### src/hw/rtl/associative_key_value_table_macros.svh
// Assertion macros used by the key/value table controller.
`ifndef ASSOCIATIVE_KEY_VALUE_TABLE_MACROS_SVH
`define ASSOCIATIVE_KEY_VALUE_TABLE_MACROS_SVH

// Same-cycle implication, disabled while reset is asserted.
`define AKVT_ASSERT_IMP(lbl, clk, rst_n, ante, cons, msg) \
    lbl: assert property (@(posedge clk) disable iff (!rst_n) (ante) |-> (cons)) \
        else $error(msg);

// Next-cycle implication, disabled while reset is asserted.
`define AKVT_ASSERT_NEXT(lbl, clk, rst_n, ante, cons, msg) \
    lbl: assert property (@(posedge clk) disable iff (!rst_n) (ante) |=> (cons)) \
        else $error(msg);

`endif

### src/hw/rtl/akvt_pkg.sv
// Types and codes shared by the key/value table modules.
package akvt_pkg;

    // Request kinds; the fourth code is unused and answers as a miss.
    typedef enum logic [1:0] {
        REQ_SET    = 2'd0,
        REQ_VIEW   = 2'd1,
        REQ_DELETE = 2'd2
    } t_req_kind;

    typedef enum logic [2:0] {
        ST_INSERTED = 3'd0,
        ST_UPDATED  = 3'd1,
        ST_FOUND    = 3'd2,
        ST_MISSING  = 3'd3,
        ST_DELETED  = 3'd4,
        ST_FULL     = 3'd5
    } t_status;

    // One stored pair.
    typedef struct packed {
        logic [30:0] key;
        logic [30:0] value;
    } t_entry;

    // One result word.
    typedef struct packed {
        t_status     status;
        logic [30:0] value_out;
        logic [6:0]  entry_count;
    } t_result;

endpackage

### src/hw/rtl/akvt_ram.sv
// Simple dual-port pair store: one write port, one registered read port.
module akvt_ram #(
    parameter int DEPTH = 64,
    parameter int AW    = 6,
    parameter int W     = 62
) (
    input  logic          i_clk,
    input  logic          i_we,
    input  logic [AW-1:0] i_waddr,
    input  logic [W-1:0]  i_wdata,
    input  logic [AW-1:0] i_raddr,
    output logic [W-1:0]  o_rdata
);

    logic [W-1:0] r_mem [DEPTH];

    // write port
    always_ff @(posedge i_clk) begin
        if (i_we) begin
            r_mem[i_waddr] <= i_wdata;
        end
    end

    // read port, registered
    always_ff @(posedge i_clk) begin
        o_rdata <= r_mem[i_raddr];
    end

endmodule

### src/hw/rtl/akvt_ctrl.sv
// Request sequencer: linear key search, update, append and delete with shift-down.
`include "associative_key_value_table_macros.svh"

module akvt_ctrl import akvt_pkg::*; #(
    parameter int CAPACITY = 64,
    parameter int AW       = 6,
    parameter int CW       = 7
) (
    input  logic          i_clk,
    input  logic          i_rst_n,
    // request side
    input  logic          i_in_valid,
    output logic          o_in_stall,
    input  logic [1:0]    i_req_type,
    input  logic [30:0]   i_key,
    input  logic [30:0]   i_value,
    // pair store
    output logic          o_mem_we,
    output logic [AW-1:0] o_mem_waddr,
    output t_entry        o_mem_wdata,
    output logic [AW-1:0] o_mem_raddr,
    input  t_entry        i_mem_rdata,
    // result hand-off
    output logic          o_res_valid,
    input  logic          i_res_ready,
    output t_result       o_res
);

    localparam int XW = CW + 1;

    typedef enum logic [1:0] {
        IDLE,
        SCAN,
        SHIFT,
        RESP
    } t_state;

    t_state        r_state, n_state;
    logic [1:0]    r_kind;
    logic [30:0]   r_key;
    logic [30:0]   r_value;
    logic [AW-1:0] r_cmp, n_cmp;
    logic [CW-1:0] r_count, n_count;
    t_result       r_res, n_res;

    logic          accept;
    logic [XW-1:0] cmp_x, cmp1, cmp2, cnt_x;
    logic          hit, last;
    logic [CW+6:0] cnt_wide;

    assign accept = i_in_valid && !o_in_stall;

    // in SCAN, r_cmp is the slot on the read port; in SHIFT, that port holds r_cmp + 1
    assign cmp_x = XW'(r_cmp);
    assign cmp1  = cmp_x + XW'(1);
    assign cmp2  = cmp_x + XW'(2);
    assign cnt_x = XW'(r_count);
    assign hit   = (cmp_x < cnt_x) && (i_mem_rdata.key == r_key);
    assign last  = (cmp1 >= cnt_x);

    // read address: next slot while scanning, the one after the next while shifting
    always_comb begin
        case (r_state)
            SCAN:    o_mem_raddr = cmp1[AW-1:0];
            SHIFT:   o_mem_raddr = cmp2[AW-1:0];
            default: o_mem_raddr = '0;
        endcase
    end

    // write port: update or append at the end of a scan, move a pair down while shifting
    always_comb begin
        o_mem_we    = 1'b0;
        o_mem_waddr = r_cmp;
        o_mem_wdata = '{key: r_key, value: r_value};
        case (r_state)
            SCAN: begin
                if ((hit || last) && r_kind == REQ_SET) begin
                    if (hit) begin
                        o_mem_we = 1'b1;
                    end else if (r_count < CW'(CAPACITY)) begin
                        o_mem_we    = 1'b1;
                        o_mem_waddr = r_count[AW-1:0];
                    end
                end
            end
            SHIFT: begin
                o_mem_we    = 1'b1;
                o_mem_wdata = i_mem_rdata;
            end
            default: ;
        endcase
    end

    // next state, slot pointer, pair count and result word
    always_comb begin
        n_state  = r_state;
        n_cmp    = r_cmp;
        n_count  = r_count;
        n_res    = r_res;
        cnt_wide = '0;
        case (r_state)
            IDLE: begin
                if (accept) begin
                    n_state = SCAN;
                    n_cmp   = '0;
                end
            end
            SCAN: begin
                if (hit || last) begin
                    n_state         = RESP;
                    n_res.status    = ST_MISSING;
                    n_res.value_out = '0;
                    case (r_kind)
                        REQ_SET: begin
                            if (hit) begin
                                n_res.status = ST_UPDATED;
                            end else if (r_count < CW'(CAPACITY)) begin
                                n_res.status = ST_INSERTED;
                                n_count      = r_count + CW'(1);
                            end else begin
                                n_res.status = ST_FULL;
                            end
                        end
                        REQ_VIEW: begin
                            if (hit) begin
                                n_res.status    = ST_FOUND;
                                n_res.value_out = i_mem_rdata.value;
                            end
                        end
                        REQ_DELETE: begin
                            if (hit) begin
                                n_res.status = ST_DELETED;
                                if (last) begin
                                    n_count = r_count - CW'(1);
                                end else begin
                                    n_state = SHIFT;
                                end
                            end
                        end
                        default: ;
                    endcase
                end else begin
                    n_cmp = r_cmp + AW'(1);
                end
            end
            SHIFT: begin
                // close the gap one pair per cycle
                if (cmp2 < cnt_x) begin
                    n_cmp = r_cmp + AW'(1);
                end else begin
                    n_state = RESP;
                    n_count = r_count - CW'(1);
                end
            end
            RESP: begin
                if (i_res_ready) begin
                    n_state = IDLE;
                end
            end
            default: n_state = IDLE;
        endcase
        cnt_wide          = {7'd0, n_count};
        n_res.entry_count = cnt_wide[6:0];
    end

    // state and registered outputs
    always_ff @(posedge i_clk) begin
        if (!i_rst_n) begin
            r_state <= IDLE;
            r_cmp   <= '0;
            r_count <= '0;
        end else begin
            r_state <= n_state;
            r_cmp   <= n_cmp;
            r_count <= n_count;
        end
        r_res <= n_res;
        if (accept) begin
            r_kind  <= i_req_type;
            r_key   <= i_key;
            r_value <= i_value;
        end
    end

    assign o_in_stall  = (r_state != IDLE);
    assign o_res_valid = (r_state == RESP);
    assign o_res       = r_res;

    `AKVT_ASSERT_IMP(a_count_bound, i_clk, i_rst_n, 1'b1, r_count <= CW'(CAPACITY), "pair count above capacity")
    `AKVT_ASSERT_IMP(a_write_state, i_clk, i_rst_n, o_mem_we, r_state == SCAN || r_state == SHIFT, "store written outside scan or shift")
    `AKVT_ASSERT_IMP(a_shift_range, i_clk, i_rst_n, r_state == SHIFT, cmp1 < cnt_x, "shift source beyond last pair")
    `AKVT_ASSERT_NEXT(a_handoff_idle, i_clk, i_rst_n, o_res_valid && i_res_ready, r_state == IDLE, "no return to idle after hand-off")
    `AKVT_ASSERT_NEXT(a_accept_scan, i_clk, i_rst_n, accept, r_state == SCAN && r_cmp == '0, "scan does not start at the first slot")

endmodule

### src/hw/rtl/associative_key_value_table.sv
// A request scans one stored pair per cycle, in slot order, until it hits its key or reaches
// the last pair; the result word then waits in the controller until the output register
// takes it. A delete that hits first moves every later pair down one slot through the pair
// store. Requests are served one at a time: the next is taken only after the result has
// been handed to the output register, which an output stall can hold back.
// Reset (synchronous, active low) empties the table and control; the store is not cleared.
module associative_key_value_table import akvt_pkg::*; #(
    parameter int CAPACITY = 64
) (
    input  logic        i_clk,
    input  logic        i_rst_n,
    // request channel
    input  logic        i_in_valid,
    output logic        o_in_stall,
    input  logic [1:0]  i_req_type,
    input  logic [30:0] i_key,
    input  logic [30:0] i_value,
    // result channel
    output logic        o_out_valid,
    input  logic        i_out_stall,
    output logic [2:0]  o_status,
    output logic [30:0] o_value_out,
    output logic [6:0]  o_entry_count
);

    localparam int AW = (CAPACITY > 1) ? $clog2(CAPACITY) : 1;
    localparam int CW = $clog2(CAPACITY + 1);

    logic          mem_we;
    logic [AW-1:0] mem_waddr;
    t_entry        mem_wdata;
    logic [AW-1:0] mem_raddr;
    t_entry        mem_rdata;
    logic          res_valid;
    logic          res_ready;
    t_result       res;

    logic          r_out_vld;
    t_result       r_out;

    akvt_ram #(
        .DEPTH (CAPACITY),
        .AW    (AW),
        .W     ($bits(t_entry))
    ) u_ram (
        .i_clk   (i_clk),
        .i_we    (mem_we),
        .i_waddr (mem_waddr),
        .i_wdata (mem_wdata),
        .i_raddr (mem_raddr),
        .o_rdata (mem_rdata)
    );

    akvt_ctrl #(
        .CAPACITY (CAPACITY),
        .AW       (AW),
        .CW       (CW)
    ) u_ctrl (
        .i_clk       (i_clk),
        .i_rst_n     (i_rst_n),
        .i_in_valid  (i_in_valid),
        .o_in_stall  (o_in_stall),
        .i_req_type  (i_req_type),
        .i_key       (i_key),
        .i_value     (i_value),
        .o_mem_we    (mem_we),
        .o_mem_waddr (mem_waddr),
        .o_mem_wdata (mem_wdata),
        .o_mem_raddr (mem_raddr),
        .i_mem_rdata (mem_rdata),
        .o_res_valid (res_valid),
        .i_res_ready (res_ready),
        .o_res       (res)
    );

    // output word register: takes a new result when empty or being drained
    assign res_ready = !r_out_vld || !i_out_stall;

    always_ff @(posedge i_clk) begin
        if (!i_rst_n) begin
            r_out_vld <= 1'b0;
        end else if (res_ready) begin
            r_out_vld <= res_valid;
        end
        if (res_valid && res_ready) begin
            r_out <= res;
        end
    end

    assign o_out_valid   = r_out_vld;
    assign o_status      = r_out.status;
    assign o_value_out   = r_out.value_out;
    assign o_entry_count = r_out.entry_count;

endmodule

### config.mk
export PLATFORM = sky130hd
export DESIGN_NAME = associative_key_value_table
export DESIGN_NICKNAME = d
export VERILOG_FILES = /design/src/hw/rtl/akvt_pkg.sv /design/src/hw/rtl/akvt_ram.sv /design/src/hw/rtl/akvt_ctrl.sv /design/src/hw/rtl/associative_key_value_table.sv
export VERILOG_INCLUDE_DIRS = /design/src /design/src/hw/rtl
export SDC_FILE = /design/constraint.sdc
export NUM_CORES = 2
export LEC_CHECK = 0
export BUFFER_PORTS_ARGS = -buffer_cell sky130_fd_sc_hd__buf_2
export CAP_MARGIN = 5
export CORE_ASPECT_RATIO = 2
export CORE_MARGIN = 2
export CORE_UTILIZATION = 31
export DETAILED_ROUTE_END_ITERATION = 8
export GPL_TIMING_DRIVEN = 0
export SYNTH_ARGS = -nofsm -noshare
export SYNTH_HDL_FRONTEND = slang
export SYNTH_SLANG_ARGS = --single-unit
### constraint.sdc
create_clock -name i_clk -period 11.15 [get_ports i_clk]
set_clock_uncertainty 0.1 [all_clocks]
set_input_delay 1.115 -clock i_clk [delete_from_list [all_inputs] [get_ports i_clk]]
set_output_delay 1.115 -clock i_clk [all_outputs]
set_load 0.05 [all_outputs]
==> reports/qor.csv <==
stage;metric;value;unit
route;ant_nets;0;
layout;area_growth;17.3;%
outcome;status;finished, violations left;
yosys;syn_area;0.162;mm²
timing;maxSlewViolCount;4;
timing;rsz0062_at_grt;no;
global_route;grt-ovfl-total;0;
yosys;synth-async-reset-ratio;0;%
clock_network;clk_latency;0.94;ns
yosys;synth_mux_area_share;19.4;%
floorplanning;io_pins;111;
layout;final_common_cell;edfxtp_1;
layout;final_cell_mix;4107 x edfxtp_1, 976 x mux4_2, 881 x mux2i_1;
clock_network;cts_root_buf;clkbuf_16;
yosys;synth_top_area_share;76.0;%
layout;multi_input_area;0.0359;mm²
layout;final_util;36.5;%
placement;post-dp-hpwl;364;mm
layout;final_cells;15600;
placement;place_area;0.179;mm²
layout;finalInstanceArea;0.190;mm²
setup_path;worst_ep_required_time;11.68;ns
clock_network;cts_hold_buf;0;
yosys;synthCells;7128;
setup_path;worstPathArrival;7.70;ns
clock_network;cts_buffers;326;
layout;nNetsFinal;8378;
route;drt_iter0_drc;7880;
placement;place_congestion;0.822;
setup_path;critPathLaunchType;flop;
clock_network;cts.clk_slew.worst_paths;0.07;ns
yosys;synth-seq-area-share;77.0;%
route;wirelength;481;mm
timing;period_share;64.3;%
layout;final-seq-area;0.125;mm²
clock_network;post_cts_resized;0;
placement;port_buffers;110;
yosys;synth_cell_types;74;
global_route;grt_max_degree;65;
clock_network;clk_path_buf_depth;4;
route;dr.pass1.iters;8;
layout;fillers;47200;
timing;fmax;0.139;GHz
floorplanning;dieArea;0.530;mm²
yosys;synth_fp_nets;7224;
timing;hold_viol_final;0;
timing;worst_pin_slew;1.64;ns
route;routedWlPerCell;30.9;µm
clock_network;postCtsSetupBuffers;0;
setup_path;crit_path_end_kind;flop;
yosys;synth_seq_cells;4192;
yosys;synth_simple_gate_area_share;1.13;%
yosys;synth_adder_area_share;0.216;%
power_and_ir_drop;leakage;63.0;nW
global_route;grt_pass1_vias;84300;
floorplanning;dieHeight;1.03;mm
clock_network;tritoncts;built;
timing;setup_tns;0;ns
global_route;antenna_found_initial;37;
power_and_ir_drop;powerDensity;225;mW/mm²
power_and_ir_drop;ir_drop;165;µV
floorplanning;row_count;375;
yosys;avgSynthCellArea;22.8;µm²
clock_network;cts-htree-levels;5;
global_route;grtUsageTotal;17.7;%
yosys;synth_edf_count;4107;
route;drc;0;
min_path;hold_path_class;primary input to flop;
placement;dp_cells;14900;
yosys;synth_area_leaders;edfxtp_1 76%, mux4_2 14%, mux2i_1 5.4%, dfxtp_1 1.0%, buf_2 0.63%;
job;maxCapViolations;2;
setup_path;path_class;flop to flop;
clock_network;clock_sinks;4192;
yosys;synth_top_family_by_area;multiplexers;
global_route;grt_pass1_wl;652;mm
floorplanning;die_x;516;µm
route;viasPerCell;5.07;
timing;fin_crit;7.17;ns
route;vias;78900;
setup_path;path_max_fanout;10;
yosys;synth.largest_area_cell;edfxtp_1;
timing;setup_viol;0;
yosys;ys.warnings.count;0;
yosys;synth_compound_area_share;0.909;%
floorplanning;core-area;0.521;mm²
yosys;synth_xor_area_share;0.216;%
yosys;synth_ff_type;edfxtp_1;
outcome;violations;capacitance limit, slew limit;
layout;drive_above_1_share;31.3;%
floorplanning;start_util;31.1;%
timing;slew_headroom;-9.48;%
[worst paths after layout]
check | startpoint | end | slack [ns] | cells past startpoint
setup / recovery | u_ctrl.r_count[5] | u_ram.r_mem[53][28] | 3.98 | 17
hold / removal | i_value[13] | u_ctrl.r_value[13] | 0.26 | 1
setup reg to reg | u_ctrl.r_count[5] | u_ram.r_mem[53][28] | 3.98 | 17
hold reg to reg | u_ctrl.o_res[31] | o_value_out[24] | 0.29 | 0
[cells by family after synthesis]
logic type	after synthesis
xor gates and xnor gates	40
AOI/OAI and AO/OA	205
buffers and inverters	399
muxes	1919
and+or+nand+nor	345
adders and majority gates	28
DFF	4192
[layout make-up]
class	instances	area share (%)
antenna	30	0.0394
clock inverter	201	1.26
clock buffer	394	4.51
buffer	383	0.912
sequential	4192	65.7
timing repair buffer	826	4.10
multi-input combinational	2537	18.9
tap	6974	4.58
inverter	16	0.0315
[critical path, stage by stage (launching register included)]
cell	delay, ns
dfxtp_1	0.48
clkinv_1	0.45
ha_1	0.49
a31oi_1	0.70
nand4_1	0.84
nor3_2	0.55
buf_2	0.34
nor3_1	0.11
a21o_1	0.30
buf_2	0.29
nor4_2	0.69
buf_4	0.31
buf_6	0.16
buf_4	0.19
buf_4	0.20
buf_4	0.20
buf_4	0.21
buf_4	0.21
[registers in the layout (all words and copies together) (netlist names)]
signal          count
u_ram.o_rdata      62
u_ctrl.o_res       41
u_ctrl.r_key       31
u_ctrl.r_state      2
o_status            3
u_ctrl.r_kind       2
u_ram.r_mem      3968
o_entry_count       7
o_out_valid         1
o_value_out        31
u_ctrl.r_count      7
u_ctrl.r_cmp        6
u_ctrl.r_value     31
[synth_stat cells, types with 29 or more instances]
| library cell | instances |
|---|---|
| nor2_1 | 38 |
| mux4_2 | 976 |
| o21ai_0 | 31 |
| buf_2 | 204 |
| xor2_1 | 33 |
| mux2i_1 | 881 |
| edfxtp_1 | 4107 |
| a21oi_1 | 43 |
| mux2_2 | 62 |
| nor3_1 | 54 |
| nor4_1 | 38 |
| clkbuf_1 | 133 |
| nand2_1 | 76 |
| buf_1 | 42 |
| dfxtp_1 | 85 |
| and3_1 | 29 |
| and2_1 | 36 |
[stage by stage]
| step | total power [mW] | hold slack (ns) | worst slack [ns] |
|---|---|---|---|
| after global placement | 30.4 | 0.289 | -11.02 |
| after global routing | 44.1 | 0.233 | 3.91 |
| after detailed placement | 31.0 | 0.289 | 4.28 |
| after floorplan | 26.7 | 0.286 | 1.62 |
| final | 42.8 | 0.256 | 3.98 |
| after CTS | 43.1 | 0.193 | 4.24 |
[routing by layer]
metal  up-vias  track usage [%]  part of all wire [%]  routed length [µm]
met3      1195             2.12                   4.8               22800
met1     42200             15.4                    29              137000
li1      32400                -                     -                   -
met5         -                0                     0                   0
met2      3175             35.8                    58              280000
met4         0             13.3                   8.6               41200
[power breakdown]
part	switching [mW]	total [mW]	leakage [nW]	internal, mW
clock network	5.66	12.3	5.35	6.60
registers	0.224	19.9	37.7	19.6
logic	6.83	10.7	20.0	3.83
No activity file was read; power rests on OpenSTA's default activity.
